==> src/sv/i2p_pkg.sv <==
// i2p_pkg: word types, character codes, class and priority functions and the
// control store of the infix to prefix converter
// no dependencies
package i2p_pkg;

  // one input word and one result word
  typedef struct packed {
    logic [7:0] symbol;
    logic       final_symbol;
  } in_word_t;

  typedef struct packed {
    logic [7:0] out_symbol;
    logic       has_symbol;
    logic       final_out;
    logic       overflowed;
  } out_word_t;

  // character codes
  localparam logic [7:0] CH_LPAREN = 8'h28;
  localparam logic [7:0] CH_RPAREN = 8'h29;
  localparam logic [7:0] CH_CARET  = 8'h5E;
  localparam logic [7:0] CH_STAR   = 8'h2A;
  localparam logic [7:0] CH_SLASH  = 8'h2F;
  localparam logic [7:0] CH_PLUS   = 8'h2B;
  localparam logic [7:0] CH_MINUS  = 8'h2D;

  // character classes, in the order of the dispatch steps
  typedef enum logic [1:0] {
    CLS_ALNUM,
    CLS_OPEN,
    CLS_CLOSE,
    CLS_OTHER
  } cls_t;

  // sequencer steps; the four dispatch targets must stay consecutive
  typedef enum logic [4:0] {
    S_LOAD,
    S_SCAN,
    S_CLASS,
    S_D_ALNUM,
    S_D_OPEN,
    S_D_CLOSE,
    S_D_OTHER,
    S_CLOSE_TEST,
    S_CLOSE_END,
    S_CLOSE_POP,
    S_OP_TEST,
    S_OP_PUSH,
    S_OP_POP,
    S_DRAIN_RD,
    S_DRAIN_POP,
    S_OUT_RD,
    S_OUT_SHOW,
    S_OUT_LOOP,
    S_DONE,
    S_EMPTY,
    S_EMPTY_END
  } step_t;

  // jump conditions
  typedef enum logic [3:0] {
    C_NEXT,
    C_ALWAYS,
    C_LOAD_WAIT,
    C_K_ZERO,
    C_DISPATCH,
    C_CLOSE_GO,
    C_OP_GO,
    C_DEPTH_ZERO,
    C_OC_ZERO,
    C_OC_NONZERO,
    C_OUT_BUSY
  } cond_t;

  // source of a character written to the output store
  typedef enum logic [1:0] {
    EM_NONE,
    EM_CUR,
    EM_TOP,
    EM_TOP_NOPEN
  } emit_t;

  typedef struct packed {
    cond_t cond;
    step_t target;
    logic  accept;
    logic  in_rd;
    logic  latch_cur;
    logic  stk_rd;
    logic  push;
    logic  pop;
    emit_t emit;
    logic  out_rd;
    logic  out_load;
    logic  out_empty;
    logic  clr_ovf;
  } uword_t;

  // operator stack control and status
  typedef struct packed {
    logic push;
    logic pop;
    logic rd;
  } stk_ctrl_t;

  typedef struct packed {
    logic       empty;
    logic [7:0] top;
  } stk_stat_t;

  // parentheses trade places for the reversed scan
  function automatic logic [7:0] swap_paren(logic [7:0] c);
    logic [7:0] r;
    r = c;
    if (c == CH_LPAREN) r = CH_RPAREN;
    else if (c == CH_RPAREN) r = CH_LPAREN;
    return r;
  endfunction

  function automatic cls_t classify(logic [7:0] c);
    cls_t r;
    if ((c >= 8'h30 && c <= 8'h39) || (c >= 8'h41 && c <= 8'h5A) ||
        (c >= 8'h61 && c <= 8'h7A)) r = CLS_ALNUM;
    else if (c == CH_LPAREN) r = CLS_OPEN;
    else if (c == CH_RPAREN) r = CLS_CLOSE;
    else r = CLS_OTHER;
    return r;
  endfunction

  // priority, shifted up by one so that the lowest level is 0
  function automatic logic [1:0] prio(logic [7:0] c);
    logic [1:0] r;
    if (c == CH_CARET) r = 2'd3;
    else if (c == CH_STAR || c == CH_SLASH) r = 2'd2;
    else if (c == CH_PLUS || c == CH_MINUS) r = 2'd1;
    else r = 2'd0;
    return r;
  endfunction

  // control store: one word per step
  function automatic uword_t ucode(step_t s);
    uword_t w;
    w        = '0;
    w.cond   = C_NEXT;
    w.target = S_LOAD;
    w.emit   = EM_NONE;
    case (s)
      S_LOAD: begin
        w.accept = 1'b1;
        w.cond   = C_LOAD_WAIT;
        w.target = S_LOAD;
      end
      S_SCAN: begin
        w.in_rd  = 1'b1;
        w.cond   = C_K_ZERO;
        w.target = S_DRAIN_RD;
      end
      S_CLASS: begin
        w.latch_cur = 1'b1;
        w.stk_rd    = 1'b1;
        w.cond      = C_DISPATCH;
        w.target    = S_D_ALNUM;
      end
      S_D_ALNUM: begin
        w.emit   = EM_CUR;
        w.cond   = C_ALWAYS;
        w.target = S_SCAN;
      end
      S_D_OPEN: begin
        w.push   = 1'b1;
        w.cond   = C_ALWAYS;
        w.target = S_SCAN;
      end
      S_D_CLOSE: begin
        w.cond   = C_ALWAYS;
        w.target = S_CLOSE_TEST;
      end
      S_D_OTHER: begin
        w.cond   = C_ALWAYS;
        w.target = S_OP_TEST;
      end
      S_CLOSE_TEST: begin
        w.cond   = C_CLOSE_GO;
        w.target = S_CLOSE_POP;
      end
      S_CLOSE_END: begin
        w.pop    = 1'b1;
        w.cond   = C_ALWAYS;
        w.target = S_SCAN;
      end
      S_CLOSE_POP: begin
        w.emit   = EM_TOP;
        w.pop    = 1'b1;
        w.stk_rd = 1'b1;
        w.cond   = C_ALWAYS;
        w.target = S_CLOSE_TEST;
      end
      S_OP_TEST: begin
        w.cond   = C_OP_GO;
        w.target = S_OP_POP;
      end
      S_OP_PUSH: begin
        w.push   = 1'b1;
        w.cond   = C_ALWAYS;
        w.target = S_SCAN;
      end
      S_OP_POP: begin
        w.emit   = EM_TOP;
        w.pop    = 1'b1;
        w.stk_rd = 1'b1;
        w.cond   = C_ALWAYS;
        w.target = S_OP_TEST;
      end
      S_DRAIN_RD: begin
        w.stk_rd = 1'b1;
        w.cond   = C_DEPTH_ZERO;
        w.target = S_OUT_RD;
      end
      S_DRAIN_POP: begin
        w.emit   = EM_TOP_NOPEN;
        w.pop    = 1'b1;
        w.cond   = C_ALWAYS;
        w.target = S_DRAIN_RD;
      end
      S_OUT_RD: begin
        w.out_rd = 1'b1;
        w.cond   = C_OC_ZERO;
        w.target = S_EMPTY;
      end
      S_OUT_SHOW: begin
        w.out_load = 1'b1;
        w.cond     = C_OUT_BUSY;
        w.target   = S_OUT_SHOW;
      end
      S_OUT_LOOP: begin
        w.cond   = C_OC_NONZERO;
        w.target = S_OUT_RD;
      end
      S_DONE: begin
        w.clr_ovf = 1'b1;
        w.cond    = C_ALWAYS;
        w.target  = S_LOAD;
      end
      S_EMPTY: begin
        w.out_load  = 1'b1;
        w.out_empty = 1'b1;
        w.cond      = C_OUT_BUSY;
        w.target    = S_EMPTY;
      end
      S_EMPTY_END: begin
        w.cond   = C_ALWAYS;
        w.target = S_DONE;
      end
      default: begin
        w.cond   = C_ALWAYS;
        w.target = S_LOAD;
      end
    endcase
    return w;
  endfunction

endpackage

==> src/sv/infix_to_prefix_converter.sv <==
// infix_to_prefix_converter: accepts one input word per cycle while loading; after the
// final word it scans the stored string from the last word back, emits operands at once
// and operators through the stack, then empties the stack and sends the stored result
// words last to first, or an empty marker, each held while out_ready is low; loading
// resumes after the last one is registered; synchronous active-high rst clears step,
// counts, stack depth, overflow flag and output valid; stores are not cleared
module infix_to_prefix_converter import i2p_pkg::*; #(
  parameter int MAX_LEN = 64
) (
  input  logic      clk,
  input  logic      rst,
  input  logic      in_valid,
  output logic      in_ready,
  input  in_word_t  in_data,
  output logic      out_valid,
  input  logic      out_ready,
  output out_word_t out_data
);

  localparam int AW = $clog2(MAX_LEN);
  localparam int CW = $clog2(MAX_LEN + 1);

  // sequencer
  step_t  step;
  step_t  step_next;
  uword_t uw;
  logic   jump;

  // input store, scan position is the fill count counting down
  logic [7:0]    in_mem [MAX_LEN];
  logic [CW-1:0] in_count;
  logic [CW-1:0] in_last;
  logic [7:0]    in_rdata;
  logic          in_acc;
  logic          in_wr;
  logic          in_rd_en;

  // current character of the scan, parentheses already swapped
  logic [7:0] cur;
  logic [7:0] cur_next;
  cls_t       cur_cls;

  // output store
  logic [7:0]    out_mem [MAX_LEN];
  logic [CW-1:0] oc;
  logic [CW-1:0] oc_last;
  logic [7:0]    out_rdata;
  logic          emit_en;
  logic [7:0]    emit_char;
  logic          out_rd_en;

  logic ovf;

  // operator stack
  stk_ctrl_t stk_ctrl;
  stk_stat_t stk_stat;
  logic      op_go;
  logic      close_go;

  // output register
  logic      out_free;
  logic      out_ld;
  out_word_t out_word_next;

  assign uw       = ucode(step);
  assign in_ready = uw.accept;
  assign in_acc   = in_valid && in_ready;
  assign in_wr    = in_acc && (in_count < CW'(MAX_LEN));
  assign in_last  = in_count - CW'(1);
  assign in_rd_en = uw.in_rd && (in_count != '0);
  assign oc_last  = oc - CW'(1);
  assign out_rd_en = uw.out_rd && (oc != '0);

  assign cur_next = swap_paren(in_rdata);
  assign cur_cls  = classify(cur_next);

  // pop on a higher-priority top, or on equal priority when the incoming op is ^
  assign close_go = !stk_stat.empty && (stk_stat.top != CH_LPAREN);
  assign op_go    = close_go &&
                    ((prio(cur) < prio(stk_stat.top)) ||
                     ((prio(cur) == prio(stk_stat.top)) && (cur == CH_CARET)));

  assign out_free = !out_valid || out_ready;
  assign out_ld   = uw.out_load && out_free;

  // emit source
  always_comb begin
    emit_en   = 1'b0;
    emit_char = cur;
    case (uw.emit)
      EM_NONE: emit_en = 1'b0;
      EM_CUR: begin
        emit_en   = 1'b1;
        emit_char = cur;
      end
      EM_TOP: begin
        emit_en   = 1'b1;
        emit_char = stk_stat.top;
      end
      EM_TOP_NOPEN: begin
        emit_en   = (stk_stat.top != CH_LPAREN);
        emit_char = stk_stat.top;
      end
      default: emit_en = 1'b0;
    endcase
  end

  assign stk_ctrl.push = uw.push;
  assign stk_ctrl.pop  = uw.pop;
  assign stk_ctrl.rd   = uw.stk_rd;

  i2p_stack #(
    .MAX_LEN(MAX_LEN)
  ) u_stack (
    .clk      (clk),
    .rst      (rst),
    .ctrl     (stk_ctrl),
    .push_data(cur),
    .stat     (stk_stat)
  );

  // jump condition select
  always_comb begin
    case (uw.cond)
      C_NEXT:       jump = 1'b0;
      C_ALWAYS:     jump = 1'b1;
      C_LOAD_WAIT:  jump = !(in_valid && in_data.final_symbol);
      C_K_ZERO:     jump = (in_count == '0);
      C_DISPATCH:   jump = 1'b1;
      C_CLOSE_GO:   jump = close_go;
      C_OP_GO:      jump = op_go;
      C_DEPTH_ZERO: jump = stk_stat.empty;
      C_OC_ZERO:    jump = (oc == '0);
      C_OC_NONZERO: jump = (oc != '0);
      C_OUT_BUSY:   jump = !out_free;
      default:      jump = 1'b1;
    endcase
  end

  // next step: fall through, jump, or dispatch on the character class
  always_comb begin
    if (!jump) step_next = step_t'(5'(step) + 5'd1);
    else if (uw.cond == C_DISPATCH) step_next = step_t'(5'(uw.target) + 5'(cur_cls));
    else step_next = uw.target;
  end

  always_ff @(posedge clk) begin
    if (rst) begin
      step <= S_LOAD;
    end else begin
      step <= step_next;
    end
  end

  // counts and overflow flag
  always_ff @(posedge clk) begin
    if (rst) begin
      in_count <= '0;
      oc       <= '0;
      ovf      <= 1'b0;
    end else begin
      if (in_wr) in_count <= in_count + CW'(1);
      else if (in_rd_en) in_count <= in_last;
      if (in_acc && !in_wr) ovf <= 1'b1;
      else if (uw.clr_ovf) ovf <= 1'b0;
      if (emit_en && oc < CW'(MAX_LEN)) oc <= oc + CW'(1);
      else if (out_rd_en) oc <= oc_last;
    end
  end

  // store access
  always_ff @(posedge clk) begin
    if (in_wr) in_mem[in_count[AW-1:0]] <= in_data.symbol;
    if (in_rd_en) in_rdata <= in_mem[in_last[AW-1:0]];
    if (emit_en && oc < CW'(MAX_LEN)) out_mem[oc[AW-1:0]] <= emit_char;
    if (out_rd_en) out_rdata <= out_mem[oc_last[AW-1:0]];
    if (uw.latch_cur) cur <= cur_next;
  end

  // result word; the store is read last to first, so count zero marks the end
  always_comb begin
    out_word_next.out_symbol = uw.out_empty ? 8'd0 : out_rdata;
    out_word_next.has_symbol = !uw.out_empty;
    out_word_next.final_out  = uw.out_empty || (oc == '0);
    out_word_next.overflowed = ovf;
  end

  always_ff @(posedge clk) begin
    if (rst) begin
      out_valid <= 1'b0;
    end else if (out_ld) begin
      out_valid <= 1'b1;
    end else if (out_ready) begin
      out_valid <= 1'b0;
    end
  end

  always_ff @(posedge clk) begin
    if (out_ld) out_data <= out_word_next;
  end

endmodule

==> src/sv/i2p_stack.sv <==
// i2p_stack: operator stack memory with depth counter and registered top read
// depends on i2p_pkg
module i2p_stack import i2p_pkg::*; #(
  parameter int MAX_LEN = 64
) (
  input  logic       clk,
  input  logic       rst,
  input  stk_ctrl_t  ctrl,
  input  logic [7:0] push_data,
  output stk_stat_t  stat
);

  localparam int AW = $clog2(MAX_LEN);
  localparam int CW = $clog2(MAX_LEN + 1);

  logic [7:0]    mem [MAX_LEN];
  logic [CW-1:0] depth;
  logic [CW-1:0] depth_next;
  logic [CW-1:0] rd_ptr;
  logic [7:0]    top;
  logic          do_push;
  logic          do_pop;

  assign do_push = ctrl.push && (depth < CW'(MAX_LEN));
  assign do_pop  = ctrl.pop && (depth != '0);

  always_comb begin
    depth_next = depth;
    if (do_push) depth_next = depth + CW'(1);
    else if (do_pop) depth_next = depth - CW'(1);
  end

  // the read always targets the top after this cycle's update
  assign rd_ptr = depth_next - CW'(1);

  always_ff @(posedge clk) begin
    if (rst) begin
      depth <= '0;
    end else begin
      depth <= depth_next;
    end
  end

  always_ff @(posedge clk) begin
    if (do_push) mem[depth[AW-1:0]] <= push_data;
    if (ctrl.rd && depth_next != '0) top <= mem[rd_ptr[AW-1:0]];
  end

  assign stat.empty = (depth == '0);
  assign stat.top   = top;

endmodule

==> config.mk <==
export PLATFORM = sky130hd
export DESIGN_NAME = infix_to_prefix_converter
export DESIGN_NICKNAME = d
export VERILOG_FILES = /design/src/sv/i2p_pkg.sv /design/src/sv/infix_to_prefix_converter.sv /design/src/sv/i2p_stack.sv
export SDC_FILE = /design/constraint.sdc
export NUM_CORES = 2
export LEC_CHECK = 0
export BUFFER_PORTS_ARGS = -buffer_cell sky130_fd_sc_hd__clkbuf_2
export CAP_MARGIN = 25
export CELL_PAD_IN_SITES_DETAIL_PLACEMENT = 2
export CELL_PAD_IN_SITES_GLOBAL_PLACEMENT = 2
export CORE_MARGIN = 2
export CORE_UTILIZATION = 30
export CTS_CLUSTER_SIZE = 10
export DETAILED_ROUTE_END_ITERATION = 8
export PLACE_DENSITY = 0.48
export RECOVER_POWER = 25
export SLEW_MARGIN = 5
export SYNTH_ARGS = -nofsm -noshare
export SYNTH_HDL_FRONTEND = slang
export SYNTH_SLANG_ARGS = --single-unit
export TNS_END_PERCENT = 100
==> constraint.sdc <==
create_clock -name clk -period 5.8 [get_ports clk]
set_input_delay 0.58 -clock clk [delete_from_list [all_inputs] [get_ports clk]]
set_output_delay 0.58 -clock clk [all_outputs]
set_load 0.1 [all_outputs]
**Yosys cells after proc, flatten, opt, wreduce, memory -nomap -nowiden**

Memory sizes are Yosys's and may differ from the RTL's. A register that Yosys moved wholly into a read port is not among the register bits.
Cells that the tools add are included.

- Register bits after elaboration: 47
- RAM bits: 1536
- Output and inout bits: 13
- Memories kept: 3

Memories:

| memory | words | bits a word | read ports | clocked after memory_dff | wr ports | line | RTL |
|---|---|---|---|---|---|---|---|
| in_mem | 64 | 8 | 1 | 1 | 1 | infix_to_prefix_converter.sv:30 | `logic [7:0] in_mem [MAX_LEN];` |
| out_mem | 64 | 8 | 1 | 1 | 1 | infix_to_prefix_converter.sv:44 | `logic [7:0] out_mem [MAX_LEN];` |
| u_stack.mem | 64 | 8 | 1 | 1 | 1 | i2p_stack.sv:16 | `logic [7:0] mem [MAX_LEN];` |

- $add $sub $neg: 9
- Magnitude comparators: 10
- Eq/ne operators: 48
- Muxes and demuxes: 44
- Reductions and logical operators: 56

Operators with widths:

| operator | number |
|---|---|
| $pmux W9 S15 | 1 |
| $eq A8 B6 Y1 const B | 12 |
| $mux W7 | 6 |
| $eq A5 B4 Y1 const B | 8 |
| $reduce_bool A7 Y1 | 4 |
| $eq A5 B5 Y1 const B | 5 |
| $mux W8 | 3 |
| $mux W1 | 23 |
| $add A7 B1 Y7 const B | 3 |
| $logic_not A7 Y1 | 3 |
| $lt A7 B7 Y1 const B | 3 |
| $sub A7 B1 Y7 const B | 3 |
| $eq A5 B3 Y1 const B | 4 |
| $logic_and A1 B1 Y1 | 17 |
| $eq A4 B3 Y1 const B | 4 |
| $eq A8 B7 Y1 const B | 2 |
| $ge A8 B7 Y1 const B | 2 |
| $le A8 B7 Y1 const B | 2 |
| $reduce_or A2 Y1 | 7 |
| $eq A4 B4 Y1 const B | 3 |
| $mux W2 | 6 |
| $reduce_or A4 Y1 | 3 |
| $eq A5 B2 Y1 const B | 2 |
| $mux W5 | 2 |
| 21 further kinds | 39 |

**Longest topological paths before layout**

- Depth in word-level cells: 11
- Mapped depth: 18

**Hierarchy**

From an unflattened synthesis, not the netlist that was laid out.

- Cell total of the unflattened synthesis: 3175
- Area, all modules: 63866.3 µm²

Modules (own cells, without submodules):

| module | instances | cells an instance | area each (µm²) | sequential area each (µm²) |
|---|---|---|---|---|
| infix_to_prefix_converter | 1 | 2012 | 43005.0 | 32220.9 |
| i2p_stack | 1 | 1163 | 20861.3 | 15755.1 |

**Least setup slack after synthesis**

OpenSTA, ideal clock, no wires.

- Path type: reg2reg
- Start point: reg step[0]
- End point: reg u_stack.top[0], read port of u_stack.mem, data pin
- Arrival: 4.448 ns
- Data required time: 5.528 ns
- Path slack: 1.080 ns
- Cell stages (with the launch flop): 19
- Path buffers: 6
- Period minus slack after synthesis: 4.720 ns
- Cells stage by stage: dfxtp_1 -> inv_1 -> ha_1 -> and2_1 -> o31ai_4 -> o21ai_4 -> xnor2_4 -> buf_6 -> buf_6 -> buf_4 -> inv_1 -> ha_1 -> clkbuf_1 -> clkbuf_1 -> clkbuf_1 -> mux4_2 -> a211oi_1 -> a2111oi_0 -> or4_1

- Word-level cells in the longest chain between the ends: 8

RTL lines:

| item | line | RTL |
|---|---|---|
| from (decl) | infix_to_prefix_converter.sv:24 | `step_t step;` |
| from (signal assigned) | infix_to_prefix_converter.sv:151 | `step <= step_next;` |
| branches (longest 8 deep; another with $sub A6 B1 Y6) | -- |  |
| to (decl) | i2p_stack.sv:20 | `logic [7:0] top;` |

Parallel ways; which one is timed is not known.
A chain may end at the register's enable or synchronous reset.

**Final worst setup path**

- Start point: reg step[1]
- End point: reg u_stack.top[2], read port of u_stack.mem, data pin

Same word-level chain as after synthesis.

==> flow_summary_export.csv <==
group,metric,value,unit
outcome,status,"finished with violations",
outcome,violations,"capacitance limit, slew limit",
clocking,cts.sink_count,1607,
detailed_routing,drc,0,
clocking,cts-root-buf,"clkbuf_16",
hold_path,hp-class,"in2reg",
cells_and_area,final_common_cell,"edfxtp_1",
logic_synthesis,synthTopCellsByArea,"edfxtp_1 (74%), mux4_2 (16%), nor2_1 (1.4%)",
logic_synthesis,synth_edf_count,1579,
power_and_ir_drop,p_per_area,486,nW/µm²
cells_and_area,fill_cells,20316,
clocking,cts_tree,"done",
run,cap_violations,10,
clocking,clk_latency,0.83,ns
grt,globalRouteOverflowTotal,0,
clocking,h-tree-depth,4,
timing,skew,0.0550,ns
logic_synthesis,yosysTopAreaCell,"edfxtp_1",
clocking,cts_buffers,189,
cells_and_area,area_growth,14.5,%
clocking,postCtsResizedCells,0,
detailed_routing,firstDrtPassIters,5,
die,core_area,212000,µm²
worst_setup_path,startpoint_type,"flop",
timing,worst_pin_slew,3.49,ns
worst_setup_path,max_stage_delay,0.59,ns
worst_setup_path,critical_path_buf_inv_count,2,
grt,track_usage,16.1,%
timing,hold-worst-slack,0.120,ns
worst_setup_path,crit_path_end_kind,"flop",
timing,tns,0,ns
cells_and_area,drive_above_1_share,25.7,%
placed_design,dp_hpwl,106,mm
timing,post-route-period-util,83.7,%
cells_and_area,design_area,73000,µm²
cells_and_area,final_cells,6054,
die,rows,169,
logic_synthesis,ys_types,73,
logic_synthesis,syn_inst,2988,
logic_synthesis,avgSynthCellArea,21.3,µm²
detailed_routing,wl_per_cell,28.7,µm
grt,grt_pass1_vias,33452,
power_and_ir_drop,leakage,21.7,nW
placed_design,port_buffers,25,
clocking,cts_setup_buffers,0,
logic_synthesis,syn-num-nets,3020,
detailed_routing,drtAntennaViolNets,0,
detailed_routing,vias_per_cell,4.95,
worst_setup_path,critical_path_arrival,5.42,ns
placed_design,gp_congestion,0.728,
die,die_height,465,µm
detailed_routing,routed_wl,174,mm
timing,slew_headroom,-133,%
detailed_routing,drt_iter0_markers,2263,
worst_setup_path,worst_path_max_delay_cell,"or4_1",
logic_synthesis,ys_ff_latch,1607,
placed_design,dp.cells,5742,
worst_setup_path,crit_chain,"inv_1, ha_1, nor2b_1, o31ai_4, or4_1, and3_1, ha_4, buf_12, mux4_2, nor2b_1, a211oi_1, a2111oi_0, or4_1",
placed_design,dpl_cell_area,67500,µm²
power_and_ir_drop,peakVddDrop,0.757,mV
die,design.portCount,26,
cells_and_area,final_cell_mix,"edfxtp_1 (1579), mux4_2 (464), nor2_1 (238)",
power_and_ir_drop,power,35.5,mW
worst_setup_path,critical_path_class,"reg2reg",
logic_synthesis,yosysSeqAreaShare,75.2,%
worst_setup_path,critPathMaxFanout,51,
detailed_routing,num_vias,29957,
grt,grt_pass1_wl,251,mm
clocking,clock_path_buffers,3,
clocking,ctsHoldBuffers,0,
die,initial_core_util,30.1,%
logic_synthesis,async_reset_ff_share,0,%
timing,fmax,206,MHz
die,dieArea,216000,µm²
cells_and_area,finalNetCount,3160,
die,die_x,465,µm
timing,min_period,4.85,ns
logic_synthesis,synth_top_area_share,74.3,%
timing,finalMaxSlewViolations,612,
clocking,clk_transition_reported_paths,0.06,ns
logic_synthesis,yosysWarnings,0,
grt,antenna_found_initial,10,
logic_synthesis,synth_area,63800,µm²
worst_setup_path,crit_required,6.36,ns
timing,setup_viol,0,
cells_and_area,area.sequential,48000,µm²
grt,grt_max_degree,103,
timing,grt_setup_unrepaired,"false",
timing,hold_viol_final,0,
worst_setup_path,cp_top_family,"simple AND/OR/NAND/NOR gates",
cells_and_area,multiInputGateArea,15100,µm²
logic_synthesis,synth_ff_type,"edfxtp_1",
final timing paths:
check,slack (ns),cells after the start,from,endpoint
setup reg to reg,0.95,13,step[1],u_stack.top[2]
hold / removal,0.12,3,in_valid,ovf
setup / recovery,0.95,13,step[1],u_stack.top[2]
hold reg to reg,0.49,0,in_rdata[7],cur[7]
stage by stage:
step | worst slack (ns) | utilization, %
after global placement | 0.971 | 31.9
after detailed placement | 0.940 | 31.9
final | 0.946 | 34.5
after global routing | 0.669 | 34.5
after CTS | 0.927 | 34.5
after floorplan | 1.08 | -
cells in the mapped netlist (7+ instances only):
cell	n
mux2i_1	36
nand2_1	45
clkbuf_1	106
nor3_1	11
nor2b_1	45
or3_1	22
edfxtp_1	1579
nand3_1	28
buf_4	7
buf_1	29
inv_1	25
o21ai_0	11
or2_2	9
xor2_1	7
a2111oi_0	34
nand2b_1	7
ha_1	18
a211oi_1	38
a21oi_1	30
buf_2	22
mux4_2	464
nor2_1	238
xnor2_1	11
nand3b_1	11
dfxtp_1	28
and2_1	15
or4_1	10
buf_6	8
mux2_2	10
worst reg2reg max path, stage by stage (launching register included):
cell       delay (ns)
dfxtp_1          0.34
inv_1            0.10
ha_1             0.47
nor2b_1          0.39
o31ai_4          0.15
or4_1            0.42
and3_1           0.25
ha_4             0.33
buf_12           0.28
mux4_2           0.44
nor2b_1          0.14
a211oi_1         0.43
a2111oi_0        0.25
or4_1            0.60
cell families after synthesis:
family	count (synthesis)	synth area share, %
AO/OA/AOI/OAI	157	1.85
XOR/XNOR	26	0.522
adder cells (fa/ha/maj)	19	0.384
buffers and inverters	197	1.34
flip-flops	1607	75.2
multiplexers	510	17.1
AND/OR/NAND/NOR	472	3.57
metal layers:
metal | global-route usage [%] | wire (µm)
met5 | 0 | 11
met3 | 2.96 | 6310
met4 | 5.44 | 5640
met1 | 20.7 | 74200
met2 | 27.4 | 87300
state kept, by name, indices dropped and copies added, names as in the netlist:
register / count
cur: 8
in_count: 7
in_mem: 512
in_rdata: 8
oc: 7
out_data: 11
out_mem: 512
out_rdata: 8
out_valid: 1
ovf: 1
step: 5
u_stack.depth: 7
u_stack.mem: 512
u_stack.top: 8
final cells by class:
cell class	count	share of cell area (%)
Multi-Input combinational cell	1184	20.6
Clock buffer	251	6.88
Timing Repair Buffer	121	1.25
Inverter	25	0.129
Clock inverter	40	0.550
Tap cell	2821	4.83
Antenna cell	5	0.0171
Sequential cell	1607	65.7
power by group:
part	internal, mW	leakage, nW	switching [mW]
registers	13.3	14.4	0.199
clock network	6.07	2.61	4.65
logic	4.67	4.64	6.63
Note: power is estimated with default switching activity, not from simulation.
